[src/bpu_pkg.sv]
// ----------------------------------------------------------------------------
// Bit-packed integer unpacker package
// Shared widths, codes, beat types and the field width clamp.
// ----------------------------------------------------------------------------
package bpu_pkg;

  localparam int unsigned BufBits        = 72;
  localparam int unsigned WordBits       = 64;
  localparam int unsigned ByteBits       = 8;
  localparam int unsigned CountBits      = 20;
  localparam int unsigned WidthBits      = 7;
  localparam int unsigned ResultLimit    = 8;
  localparam int unsigned ResCntBits     = 4;
  localparam int unsigned MaxFieldBits   = 64;
  localparam int unsigned FieldBitsReset = 8;

  typedef logic [BufBits-1:0]    buf_t;
  typedef logic [WordBits-1:0]   word_t;
  typedef logic [WidthBits-1:0]  held_t;
  typedef logic [CountBits-1:0]  left_t;
  typedef logic [ResCntBits-1:0] rescnt_t;

  // item kinds on the input channel
  typedef enum logic {
    KindStart = 1'b0,
    KindData  = 1'b1
  } kind_e;

  // configuration register indexes
  typedef enum logic {
    RegFieldBits = 1'b0,
    RegFieldMin  = 1'b1
  } cfg_reg_e;

  typedef struct packed {
    logic                 kind;
    logic [ByteBits-1:0]  data_byte;
    logic [CountBits-1:0] record_count;
  } in_beat_t;

  typedef struct packed {
    logic signed [WordBits-1:0] value;
    logic                       last;
    logic                       done_res;
  } out_beat_t;

  // one extracted field on its way to the result stage
  typedef struct packed {
    word_t raw;
    logic  last;
    logic  done_res;
  } res_t;

  // clamp the programmed width to 1..MaxFieldBits
  function automatic held_t eff_width(held_t fb);
    held_t w;
    w = fb;
    if (w == '0) w = held_t'(1);
    if (w > held_t'(MaxFieldBits)) w = held_t'(MaxFieldBits);
    return w;
  endfunction

endpackage

[src/bpu_intf.sv]
// ----------------------------------------------------------------------------
// Bit-packed integer unpacker stream interfaces
// Valid/ready channels for input items and result beats.
// ----------------------------------------------------------------------------
interface bpu_in_if;
  import bpu_pkg::*;

  logic     valid;
  logic     ready;
  in_beat_t data;

  modport source (output valid, output data, input ready);
  modport sink   (input valid, input data, output ready);
endinterface

interface bpu_out_if;
  import bpu_pkg::*;

  logic      valid;
  logic      ready;
  out_beat_t data;

  modport source (output valid, output data, input ready);
  modport sink   (input valid, input data, output ready);
endinterface

[src/bpu_core.sv]
// ----------------------------------------------------------------------------
// Bit-packed integer unpacker core
// Holds the bit buffer, appends bytes and extracts one field per cycle while the result stage is ready.
// ----------------------------------------------------------------------------
module bpu_core import bpu_pkg::*; (
  input  logic     clk_i,
  input  logic     rst_ni,
  input  logic     step_en_i,
  input  logic     in_valid_i,
  input  in_beat_t in_beat_i,
  input  held_t    width_i,
  output logic     consume_o,
  output logic     res_valid_o,
  output res_t     res_o
);

  buf_t    buf_q, buf_d, app_buf;
  held_t   held_q, held_d, app_held;
  left_t   left_q, left_d;
  rescnt_t cnt_q, cnt_d, app_cnt;
  logic    busy, take, extract, more;
  word_t   mask;

  // field mask, all ones for a full-word field
  assign mask = {WordBits{1'b1}} >> (held_t'(WordBits) - width_i);

  // next state: optional byte append followed by optional extraction
  always_comb begin
    busy     = (left_q != '0) && (held_q >= width_i) && (cnt_q < rescnt_t'(ResultLimit));
    take     = step_en_i && !busy && in_valid_i;
    buf_d    = buf_q;
    held_d   = held_q;
    left_d   = left_q;
    cnt_d    = cnt_q;
    app_buf  = buf_q;
    app_held = held_q;
    app_cnt  = cnt_q;
    extract  = 1'b0;
    if (step_en_i && busy) begin
      extract = 1'b1;
    end else if (take) begin
      if (in_beat_i.kind == KindStart) begin
        buf_d  = '0;
        held_d = '0;
        left_d = in_beat_i.record_count;
        cnt_d  = '0;
      end else if (left_q != '0) begin
        app_buf  = buf_q | (buf_t'(in_beat_i.data_byte) << held_q);
        app_held = (held_q > held_t'(BufBits - ByteBits)) ? held_t'(BufBits)
                                                           : held_q + held_t'(ByteBits);
        app_cnt  = '0;
        buf_d    = app_buf;
        held_d   = app_held;
        // byte with no complete field closes its run at once
        cnt_d    = rescnt_t'(ResultLimit);
        extract  = (app_held >= width_i);
      end
    end
    if (extract) begin
      buf_d  = app_buf >> width_i;
      held_d = app_held - width_i;
      left_d = left_q - left_t'(1);
      cnt_d  = app_cnt + rescnt_t'(1);
    end
    more = (left_d != '0) && (held_d >= width_i) && (cnt_d < rescnt_t'(ResultLimit));
    // the run closes with its last field, held bits wait for the next byte
    if (extract && !more) begin
      cnt_d = rescnt_t'(ResultLimit);
    end
    res_o.raw      = app_buf[WordBits-1:0] & mask;
    res_o.done_res = (left_d == '0);
    res_o.last     = !more;
  end

  assign consume_o   = take;
  assign res_valid_o = extract;

  // buffer state
  always_ff @(posedge clk_i or negedge rst_ni) begin
    if (!rst_ni) begin
      buf_q  <= '0;
      held_q <= '0;
      left_q <= '0;
      cnt_q  <= '0;
    end else begin
      buf_q  <= buf_d;
      held_q <= held_d;
      left_q <= left_d;
      cnt_q  <= cnt_d;
    end
  end

  // buffer never overfills
  assert property (@(posedge clk_i) disable iff (!rst_ni) held_q <= held_t'(BufBits))
    else $error("bit count beyond buffer size");

  // no more than the result limit per byte
  assert property (@(posedge clk_i) disable iff (!rst_ni) cnt_q <= rescnt_t'(ResultLimit))
    else $error("per-byte result count overrun");

  // a final record leaves nothing to decode
  assert property (@(posedge clk_i) disable iff (!rst_ni)
                   res_valid_o && res_o.done_res |=> left_q == '0)
    else $error("records left after final record");

endmodule

[src/bpu_result.sv]
// ----------------------------------------------------------------------------
// Bit-packed integer unpacker result stage
// Field register, minimum offset add and output register.
// ----------------------------------------------------------------------------
module bpu_result import bpu_pkg::*; (
  input  logic             clk_i,
  input  logic             rst_ni,
  input  logic             res_valid_i,
  input  res_t             res_i,
  input  word_t            minimum_i,
  output logic             ready_o,
  bpu_out_if.source        out_o
);

  logic      mid_valid_q, out_valid_q;
  res_t      mid_q;
  out_beat_t out_q;
  logic      out_can;

  assign out_can = !out_valid_q || out_o.ready;
  assign ready_o = !mid_valid_q || out_can;

  // field register
  always_ff @(posedge clk_i or negedge rst_ni) begin
    if (!rst_ni) begin
      mid_valid_q <= 1'b0;
    end else if (ready_o) begin
      mid_valid_q <= res_valid_i;
    end
  end

  always_ff @(posedge clk_i) begin
    if (ready_o && res_valid_i) begin
      mid_q <= res_i;
    end
  end

  // output register with the minimum added, wrapping
  always_ff @(posedge clk_i or negedge rst_ni) begin
    if (!rst_ni) begin
      out_valid_q <= 1'b0;
    end else if (out_can) begin
      out_valid_q <= mid_valid_q;
    end
  end

  always_ff @(posedge clk_i) begin
    if (out_can && mid_valid_q) begin
      out_q.value    <= mid_q.raw + minimum_i;
      out_q.last     <= mid_q.last;
      out_q.done_res <= mid_q.done_res;
    end
  end

  assign out_o.valid = out_valid_q;
  assign out_o.data  = out_q;

endmodule

[src/bitpacked_integer_unpacker_unit.sv]
// ----------------------------------------------------------------------------
// Bit-packed integer unpacker
// Turns a byte stream of LSB-first packed fields into offset integers.
// ----------------------------------------------------------------------------
// A start beat clears the bit buffer and loads the packet's record count; each
// data beat appends one byte and yields every complete field (at most eight),
// each as field_minimum plus the packed bits, the final record flagged. The
// unpack core takes one byte per cycle, while the result stage is ready, when a
// byte yields at most one field; a byte yielding several fields holds the core
// for one extraction per cycle, so the core's single field extractor sets the
// rate. Start beats and ignored bytes yield no field. A result beat passes the
// input register, unpack core, field register and output register in turn.
// ----------------------------------------------------------------------------
module bitpacked_integer_unpacker_unit import bpu_pkg::*; (
  input  logic         clk_i,
  input  logic         rst_ni,
  bpu_in_if.sink       in_i,
  bpu_out_if.source    out_o,
  input  logic         cfg_we_i,
  input  logic [0:0]   cfg_idx_i,
  input  logic [63:0]  cfg_wdata_i
);

  held_t    field_bits_q;
  word_t    field_min_q;
  logic     in_valid_q;
  in_beat_t in_beat_q;
  logic     step_en, consume, res_valid;
  res_t     res;

  // configuration registers
  always_ff @(posedge clk_i or negedge rst_ni) begin
    if (!rst_ni) begin
      field_bits_q <= held_t'(FieldBitsReset);
      field_min_q  <= '0;
    end else if (cfg_we_i) begin
      unique case (cfg_reg_e'(cfg_idx_i))
        RegFieldBits: field_bits_q <= cfg_wdata_i[WidthBits-1:0];
        RegFieldMin:  field_min_q  <= cfg_wdata_i;
        default:      ;
      endcase
    end
  end

  // input register
  assign in_i.ready = !in_valid_q || consume;

  always_ff @(posedge clk_i or negedge rst_ni) begin
    if (!rst_ni) begin
      in_valid_q <= 1'b0;
    end else if (in_i.ready) begin
      in_valid_q <= in_i.valid;
    end
  end

  always_ff @(posedge clk_i) begin
    if (in_i.ready && in_i.valid) begin
      in_beat_q <= in_i.data;
    end
  end

  // unpack core
  bpu_core u_core (
    .clk_i       (clk_i),
    .rst_ni      (rst_ni),
    .step_en_i   (step_en),
    .in_valid_i  (in_valid_q),
    .in_beat_i   (in_beat_q),
    .width_i     (eff_width(field_bits_q)),
    .consume_o   (consume),
    .res_valid_o (res_valid),
    .res_o       (res)
  );

  // result stage
  bpu_result u_result (
    .clk_i       (clk_i),
    .rst_ni      (rst_ni),
    .res_valid_i (res_valid),
    .res_i       (res),
    .minimum_i   (field_min_q),
    .ready_o     (step_en),
    .out_o       (out_o)
  );

endmodule
[src/flat_wrapper.sv]
// flat-port wrapper written by rule: the top's interface ports become plain ports
module bitpacked_integer_unpacker_unit_flat import bpu_pkg::*;
  (clk_i, rst_ni, cfg_we_i, cfg_idx_i, cfg_wdata_i, in_i_valid, in_i_data, in_i_ready, out_o_valid, out_o_data, out_o_ready);
  bpu_in_if in_i_i ();
  bpu_out_if out_o_i ();
  input  logic clk_i;
  input  logic rst_ni;
  input  logic cfg_we_i;
  input  logic [0:0] cfg_idx_i;
  input  logic [63:0] cfg_wdata_i;
  input wire logic [$bits(in_i_i.valid)-1:0] in_i_valid;
  input wire logic [$bits(in_i_i.data)-1:0] in_i_data;
  output wire logic [$bits(in_i_i.ready)-1:0] in_i_ready;
  output wire logic [$bits(out_o_i.valid)-1:0] out_o_valid;
  output wire logic [$bits(out_o_i.data)-1:0] out_o_data;
  input wire logic [$bits(out_o_i.ready)-1:0] out_o_ready;
  assign in_i_i.valid = in_i_valid;
  assign in_i_i.data = in_i_data;
  assign in_i_ready = in_i_i.ready;
  assign out_o_valid = out_o_i.valid;
  assign out_o_data = out_o_i.data;
  assign out_o_i.ready = out_o_ready;
  bitpacked_integer_unpacker_unit u_core (.clk_i(clk_i), .rst_ni(rst_ni), .in_i(in_i_i), .out_o(out_o_i), .cfg_we_i(cfg_we_i), .cfg_idx_i(cfg_idx_i), .cfg_wdata_i(cfg_wdata_i));
endmodule
[config.mk]
export PLATFORM = sky130hd
export DESIGN_NAME = bitpacked_integer_unpacker_unit_flat
export DESIGN_NICKNAME = d
export VERILOG_FILES = /design/src/bpu_pkg.sv /design/src/bpu_intf.sv /design/src/bpu_core.sv /design/src/bpu_result.sv /design/src/bitpacked_integer_unpacker_unit.sv /design/src/flat_wrapper.sv
export SDC_FILE = /design/constraint.sdc
export NUM_CORES = 1
export LEC_CHECK = 0
export BUFFER_PORTS_ARGS = -buffer_cell sky130_fd_sc_hd__buf_2
export CAP_MARGIN = 0
export CORE_MARGIN = 4
export CORE_UTILIZATION = 38
export DETAILED_ROUTE_END_ITERATION = 10
export PLACE_DENSITY = 0.63
export SLEW_MARGIN = 30
export SYNTH_ARGS = -nofsm -noshare
export SYNTH_HDL_FRONTEND = slang
export SYNTH_SLANG_ARGS = --single-unit
[constraint.sdc]
create_clock -name clk_i -period 17.5 [get_ports clk_i]
set_input_delay 0.875 -clock clk_i [delete_from_list [all_inputs] [get_ports clk_i]]
set_output_delay 0.875 -clock clk_i [all_outputs]
set_load 0.02 [all_outputs]
==> After elaboration in Yosys (flattened, before gate mapping) <==
Index checks and enable logic that the tools add are counted.
{ "classes": {"add_sub_neg": 6, "order_cmp": 7, "eq_ne": 1, "n_shift": 3, "muxes": 37, "n_bitwise": 3, "n_reduce_logical": 27} }
{ "ops": {"columns": ["cell", "n"], "rows": [
  ["two-way mux 72 bit", 8],
  ["two-way mux 20 bit", 4],
  ["two-way mux 7 bit", 11],
  ["bitwise OR 72 bit", 1],
  ["<< shifter 8 x 7 -> 72 bit", 1],
  ["right shift 72 x 7 -> 72 bit", 1],
  ["adder 64 bit", 1],
  ["bitwise AND 64 bit", 1],
  ["right shift 64 x 7 -> 64 bit (first input constant)", 1],
  ["two-way mux 4 bit", 10],
  ["nonzero test 20 bit", 2],
  [">= comparator 7 bit", 3],
  ["zero test 20 bit", 1],
  ["subtractor 20 x 1 -> 20 bit (second input constant)", 1],
  ["greater-than comparator 7 bit (second input constant)", 2],
  ["logical AND 1 bit", 11],
  ["less-than comparator 4 bit (second input constant)", 2],
  ["adder 7 x 4 -> 7 bit (second input constant)", 1],
  ["zero test 7 bit", 1],
  ["subtractor 7 bit", 1],
  ["subtractor 7 bit (first input constant)", 1],
  ["AND reduction 2 bit", 3],
  ["zero test 1 bit", 5],
  ["adder 4 x 1 -> 4 bit (second input constant)", 1],
  ["other kinds (5)", 10]
]} }
{ "totals": {"register_bits": 338, "input_bits": 99, "output_inout_bits": 68, "wordCells": 102} }

==> Longest topological paths before layout <==
Gate-level depths: netlist of run 1.
{ "depth": {"ltp_word": 20, "depth_mapped": 33, "ltp_nobuf": 26} }

==> Modules after synthesis <==
A second synthesis of run 1 with hierarchy kept.
{ "hier_totals": {"cells_unflattened": 2684, "hier_area_um2": 24733.7} }
{ "modules_own_cells": {"columns": ["module", "n_inst", "cells_per_inst", "area_per_inst_um2", "seq_area_each_um2"], "rows": [
  ["bpu_core", 1, 1794, 13305.3, 2577.5],
  ["bpu_result", 1, 697, 7786.2, 4013.8],
  ["bitpacked_integer_unpacker_unit", 1, 193, 3642.2, 2673.8]
]} }

==> Least setup slack after synthesis of run 1 <==
Ideal clock, no wire load.
{ "synth_path": {"kind": "register to register", "from": "reg u_core.field_bits_q[2]", "to": "reg u_core.u_core.cnt_q[2]", "setup_ps": 122, "arrival_ps": 8445, "t_required_ps": 17378, "setup_slack_ps": 8933, "stages_incl_launch_ff": 31, "path_buffers": 9, "synth_period_minus_slack_ps": 8567, "path_cell_list": "dfrtp_1 > clkbuf_1 > nor2b_1 > inv_1 > buf_1 > clkbuf_1 > buf_1 > clkbuf_1 > ha_1 > nand2_1 > o21ai_1 > a21o_1 > a2111oi_0 > or2_2 > inv_2 > buf_2 > clkbuf_1 > clkbuf_1 > buf_1 > o21ai_0 > ha_1 > a21o_1 > a21o_1 > a21o_1 > a21o_1 > a21o_1 > a21oi_1 > a31oi_1 > o41ai_4 > nor2_1 > a32o_1"} }
{ "synth_lines": {"columns": ["element", "line", "text"], "rows": [
  ["start, declared", "bitpacked_integer_unpacker_unit.sv:24", "held_t field_bits_q;"],
  ["start signal, assigned", "bitpacked_integer_unpacker_unit.sv:34", "field_bits_q <= held_t'(FieldBitsReset);"],
  ["start signal, assigned", "bitpacked_integer_unpacker_unit.sv:38", "RegFieldBits: field_bits_q <= cfg_wdata_i[WidthBits-1:0];"],
  ["end signal, assigned", "bpu_core.sv:89", "cnt_q <= cnt_d;"],
  ["end, declared", "bpu_core.sv:20", "rescnt_t cnt_q, cnt_d, app_cnt;"]
]} }

==> results of run 1 <==
-- sequential cells by signal (all words and copies together), names as in the netlist --
name / flops
u_core.in_beat_q: 29
u_core.in_valid_q: 1
u_core.u_core.cnt_q: 4
u_core.u_result.out_o.data: 66
u_core.u_core.buf_q: 72
u_core.field_bits_q: 7
u_core.u_core.held_q: 7
u_core.u_result.mid_q: 66
u_core.u_core.left_q: 20
u_core.field_min_q: 64
u_core.u_result.out_o.valid: 1
u_core.u_result.mid_valid_q: 1
-- power by group through the flow --
| stage | registers, µW | clock network [µW] | logic, µW |
|---|---|---|---|
| finish | 1460 | 917 | 3730 |
| global route | 1490 | 967 | 3940 |
| CTS | 1450 | 935 | 3590 |
| detailed placement | 1470 | 0 | 3580 |
| global placement | 1460 | 0 | 3550 |
| floorplan | 1500 | 0 | 2250 |
-- per-stage QoR --
step / total power, µW / setup slack (ns) / hold WS [ns]
after floorplan: 3742 / 8.933 / 0.4003
after global placement: 5009 / 9.901 / 0.4782
after detailed placement: 5046 / 9.683 / 0.4675
after CTS: 5983 / 9.685 / 0.3253
after global routing: 6395 / 9.165 / 0.3511
final: 6099 / 9.674 / 0.3146
-- layout by cell type, fill, tap and decap left out, types with 67 or more instances in the layout --
master and n:
nand2_1 247, nor2_1 235, a21oi_1 229, dfrtp_1 176, buf_2 165, edfxtp_1 161, o21ai_0 125, mux2i_1 117
mux2_2 103, ha_1 98, buf_4 75, nor3_1 74, a211oi_1 71, nand3_1 70, a31oi_1 67
-- kinds of logic (layout without fill, tap and decap cells) --
family,after synthesis,after routing,synth area share (%)
adder cells (fa/ha/maj),100,100,5.002
buffers and inverters,250,376,3.875
multiplexers,236,236,10.49
flip-flops,338,338,36.60
other,0,1,0
AO/OA/AOI/OAI,952,952,25.67
XOR/XNOR,71,71,2.456
AND/OR/NAND/NOR,850,850,15.91
-- worst max-delay path by stage --
| stage | startpoint | end | cells after the start |
|---|---|---|---|
| floorplan | u_core.field_bits_q[2]$_DFFE_PN0P_ | u_core.u_core.cnt_q[2]$_DFFE_PN0P_ | 30 |
| global placement | u_core.field_bits_q[5]$_DFFE_PN0P_ | u_core.u_core.cnt_q[2]$_DFFE_PN0P_ | 26 |
| detailed placement | u_core.field_bits_q[5]$_DFFE_PN0P_ | u_core.u_core.cnt_q[2]$_DFFE_PN0P_ | 26 |
| CTS | u_core.field_bits_q[5]$_DFFE_PN0P_ | u_core.u_core.cnt_q[2]$_DFFE_PN0P_ | 26 |
| global route | u_core.field_bits_q[5]$_DFFE_PN0P_ | u_core.u_core.cnt_q[2]$_DFFE_PN0P_ | 26 |
| finish | u_core.field_bits_q[5]$_DFFE_PN0P_ | u_core.u_core.cnt_q[2]$_DFFE_PN0P_ | 26 |
-- layout make-up --
| class | count | area, µm² |
|---|---|---|
| fill | 6436 | 37220 |
| multi-input combinational | 2209 | 15210 |
| sequential | 338 | 9265 |
| timing repair buffer | 242 | 1428 |
| clock buffer | 59 | 1207 |
| tap | 864 | 1081 |
| clock inverter | 19 | 239.0 |
| inverter | 56 | 215.2 |
| antenna | 1 | 2.502 |
-- worst max-delay path: cells and delay by family, from the launching register on --
kind	cells	cell delay (ns)
AND/OR/NAND/NOR	7	1.84
buffers and inverters	4	1.40
adder cells (fa/ha/maj)	2	0.62
AO/OA/AOI/OAI	13	2.92
flip-flops	1	0.86
-- routing by layer --
metal	global-route usage [%]	routed length, µm	part of all wire, %
met5	0	0	0
met3	7.581	11500	9.9
met1	39.98	44770	39
met4	20.28	8936	7.7
met2	49.09	50980	44
==> results.tsv, run 1 <==
metric	value	unit
outcome	finished, final reports clean	
switchingPower	3117	µW
grt_pass1_wl	168.5	mm
clock-sinks	338	
rr_endpoint	u_core.u_core.cnt_q[2]$_DFFE_PN0P_	
setup_viol	0	
antenna_found_initial	5	
syn_inst	2797	
r2r_slack	9.67	ns
max_slew_margin	24.39	%
synthTopCellsByCount	nand2_1, nor2_1, a21oi_1	
drtPass1Iterations	6	
tns	0	ns
final_area	28650	µm²
max_freq	0.1278	GHz
p_per_area	212.9	nW/µm²
clk_pin_slew	0.06	ns
yosysWarnings	0	
cp-start-kind	flop	
netSwitchingFraction	51.10	%
num_vias	25041	
ys_types	107	
r2r_start	u_core.field_bits_q[5]$_DFFE_PN0P_	
cp-end-kind	flop	
yosys.area.top_type	edfxtp_1	
ant_nets	0	
io_buffers	166	
die_y	266.1	µm
drv_slew	0	
drtIter0Drc	3085	
p_int	2983	µW
synth_top_cell_area_share	19.10	%
avgSynthCellArea	9.051	µm²
p_seq_share	23.9	%
hp-class	in2async	
worstSetupPathType	reg2reg	
synth_edf_count	161	
cp.arrival	8.31	ns
cts_tree	built	
r2r_cells	26	
std_cell_rows	94	
clock_skew	0.04286	ns
areaGrowthSynthToFinish	13.15	%
hold_buffers	0	
placed_cells	3708	
worst_pin_slew	1.134	ns
drive_gt1_share	17.28	%
overflow	0	
gp_congestion	1.087	
fin_crit	7.826	ns
cts_max_level	2	
grt_max_degree	66	
cts_setup_buffers	0	
synthTopCellsByArea	edfxtp_1, dfrtp_1, ha_1	
wl	116.2	mm
maxCapViolations	0	
synth_flop_cell	dfrtp_1	
ys_seq_area_share	36.60	%
ctsResizeCount	0	
wire_per_inst	30.67	µm
die-area	70810	µm²
crit_top_cell	a21o_1	
die_x	266.1	µm
cp_data_required_time	17.98	ns
core_area	65860	µm²
fin_cells	3788	
placed_cell_area	27160	µm²
peakVddDrop	113.7	µV
grt_pass1_vias	24413	
rsz0062_at_grt	false	
share_comb_of_total_power	61.1	%
finalCritPeriodShare	44.72	%
vias_per_cell	6.611	
p_leak	0.01161	µW
slowest_stage	dfrtp_1	
ios	167	
final_util	43.49	%
drc	0	
async_flop_share	52.37	%
hold_violations	0	
insertion_delay	0.60	ns
clockBufferDepth	3	
syn-cell-area	25320	µm²
grtUsageTotal	31.76	%
cts_buffers	42	
syn-num-nets	2996	
critPathMaxStageDelay	0.86	ns
power_frac_clock	15.0	%
layout.nets	3088	
hpwl	87.21	mm
synth-seq-cells	338	
synth.most_common_cell	nand2_1	
initial_core_util	38.44	%
cts_root_buffer	clkbuf_16	
critPathMaxFanout	49	
Note: power is estimated with default switching activity, not from simulation.
==> run 2, diff against run 1 <==
Clock period 17.5 ns to 7.21 ns, I/O delays scaled along.
==> run 2 against run 1 <==
Compared with the run above:
- sequential power increased by 140%
- die area is the same
- critical path depth shrank 2
- critical path type unchanged
- clock skew down 0.010 ns
- sequential share of layout area down 1.3 points
- clock power increased by 130%
- count of clock-buffer cells in the layout up 1
- first-iteration DRC count shrank 6.6%
- largest power group unchanged
==> results.tsv, run 2 (synthesis gave the netlist of run 1 again) <==
metric	value	unit
cts_max_level	2	
wl	119.8	mm
tns	0	ns
drtIter0Drc	2880	
hp-start	cfg_wdata_i[5]	
fin_cells	3925	
cp-end-kind	flop	
grt_max_degree	66	
initial_core_util	38.44	%
antenna_found_initial	1	
die_y	266.1	µm
clock-sinks	338	
power_frac_clock	14.0	%
hp-class	in2reg	
hpwl	90.44	mm
grt_pass1_wl	173.0	mm
areaGrowthSynthToFinish	17.71	%
cts_buffers	42	
cp_data_required_time	7.69	ns
cp-start-kind	flop	
gp_congestion	1.088	
worstSetupPathType	reg2reg	
maxCapViolations	0	
final_common_cell	nand2_1	
rr_endpoint	u_core.u_core.cnt_q[2]$_DFFE_PN0P_	
cp-startpoint	u_core.u_core.held_q[4]$_DFF_PN0_	
fin_crit	6.045	ns
netSwitchingFraction	50.91	%
r2r_start	u_core.u_core.held_q[4]$_DFF_PN0_	
peakVddDrop	376.5	µV
die_x	266.1	µm
cts_tree	built	
cp.arrival	6.52	ns
max_slew_margin	30.43	%
ctsResizeCount	0	
clock_skew	0.03246	ns
num_vias	25644	
final_cell_mix	nand2_1, nor2_1, a21oi_1, dfrtp_1, buf_2	
clk_pin_slew	0.06	ns
insertion_delay	0.60	ns
ant_nets	0	
top_register	u_core.u_core.buf_q	
drv_slew	0	
p_int	7360	µW
hold_violations	0	
layout.nets	3226	
nFillCells	6385	
r2r_cells	24	
drc	0	
io_buffers	166	
std_cell_rows	94	
p_per_area	503.1	nW/µm²
largest_register_ffs	72	
worst_pin_slew	1.033	ns
p_leak	0.01219	µW
clockBufferDepth	3	
outcome	finished, final reports clean	
max_freq	0.1654	GHz
wire_per_inst	30.51	µm
r2r_slack	1.17	ns
rsz0062_at_grt	false	
ios	167	
p_seq_share	23.7	%
finalCritPeriodShare	83.84	%
switchingPower	7633	µW
die-area	70810	µm²
critPathMaxFanout	16	
grt_pass1_vias	25204	
drtPass1Iterations	6	
setup_viol	0	
share_comb_of_total_power	62.3	%
grtUsageTotal	32.67	%
core_area	65860	µm²
cts_root_buffer	clkbuf_16	
placed_cells	3777	
drive_gt1_share	18.66	%
vias_per_cell	6.534	
overflow	0	
crit_path_end	u_core.u_core.cnt_q[2]$_DFFE_PN0P_	
run 2: changes by cell type in the layout (fill, tap and decap cells not counted), sizes merged, moves of 3 or more:
cell,change
buf,+69
dlygate4sd3,+69
clkinv,-4
clkinvlp,+4
bufinv,-3
run 2: worst min-delay path by stage:
stage                                                    end  slack, ns  depth (start not counted)
final                     u_core.field_bits_q[5]$_DFFE_PN0P_       0.02                          3
after floorplan           u_core.field_bits_q[0]$_DFFE_PN0P_       0.06                          0
after CTS                 u_core.field_min_q[31]$_DFFE_PN0P_     0.0005                          2
after global routing      u_core.field_min_q[40]$_DFFE_PN0P_      0.006                          2
after global placement     u_core.u_core.left_q[3]$_DFF_PN0_       0.39                          1
after detailed placement   u_core.u_core.left_q[4]$_DFF_PN0_       0.40                          1
run 2: critical path, cell delays in order (launching register included):
cell,delay (ns)
dfrtp_1,0.60
or3_1,0.54
nor4_1,0.49
nand2b_1,0.25
and2_1,0.18
ha_1,0.23
and3_1,0.19
a2111oi_0,0.57
or2_2,0.25
inv_4,0.05
nor3_1,0.25
nand2_1,0.09
o21a_1,0.14
ha_1,0.30
nand2b_1,0.15
a21o_1,0.18
a21o_1,0.17
a21o_1,0.17
a21o_1,0.16
a21o_1,0.17
a21oi_1,0.17
a31oi_1,0.10
o41ai_4,0.14
nor2_1,0.11
a32o_1,0.26
run 2: stage by stage:
step                power [µW]  area (µm²)  utilization [%]  hold WS, ns  setup slack [ns]
floorplan                 9065       25320                -      0.06491            0.2419
global placement         12420       27660            41.99       0.3906             1.413
detailed placement       12550       27700            42.06       0.3956             1.269
CTS                      14740       29760            45.19    0.0004716             1.209
global route             15690       29800            45.24     0.006253            0.9451
finish                   14990       29800            45.24      0.01703             1.165
run 2: power by group through the flow:
stage	clock network (µW)	registers, µW	logic, µW
floorplan	0	3610	5460
global placement	0	3550	8870
detailed placement	0	3570	8980
CTS	2150	3540	9060
global route	2220	3620	9850
finish	2100	3550	9340
run 2: area by class of cell:
type                    count  area, µm²  area share [%]
multi-input cells        2209      15210           51.05
clock buffers              60       1221           4.098
repair buffers            380       2653           8.902
well taps                 864       1081           3.628
clock inverters            17      151.4          0.5081
inverters                  56      212.7          0.7138
diodes                      1      2.502        0.008398
flip-flops and latches    338       9265           31.09
run 2: repair_timing:
| action | CTS | global route |
|---|---|---|
| setup buffers | 0 | 0 |
| hold buffers | 69 | 0 |
| endpoints found under the hold margin | 124 | 0 |
run 2: metal layers:
| layer | part of all wire (%) | GRT usage, % | vias up |
|---|---|---|---|
| li1 | - | - | 11194 |
| met2 | 44 | 51.50 | 1511 |
| met3 | 9.0 | 6.316 | 375 |
| met1 | 39 | 41.52 | 12564 |
| met4 | 7.6 | 20.08 | 0 |
| met5 | 0 | 0 | - |
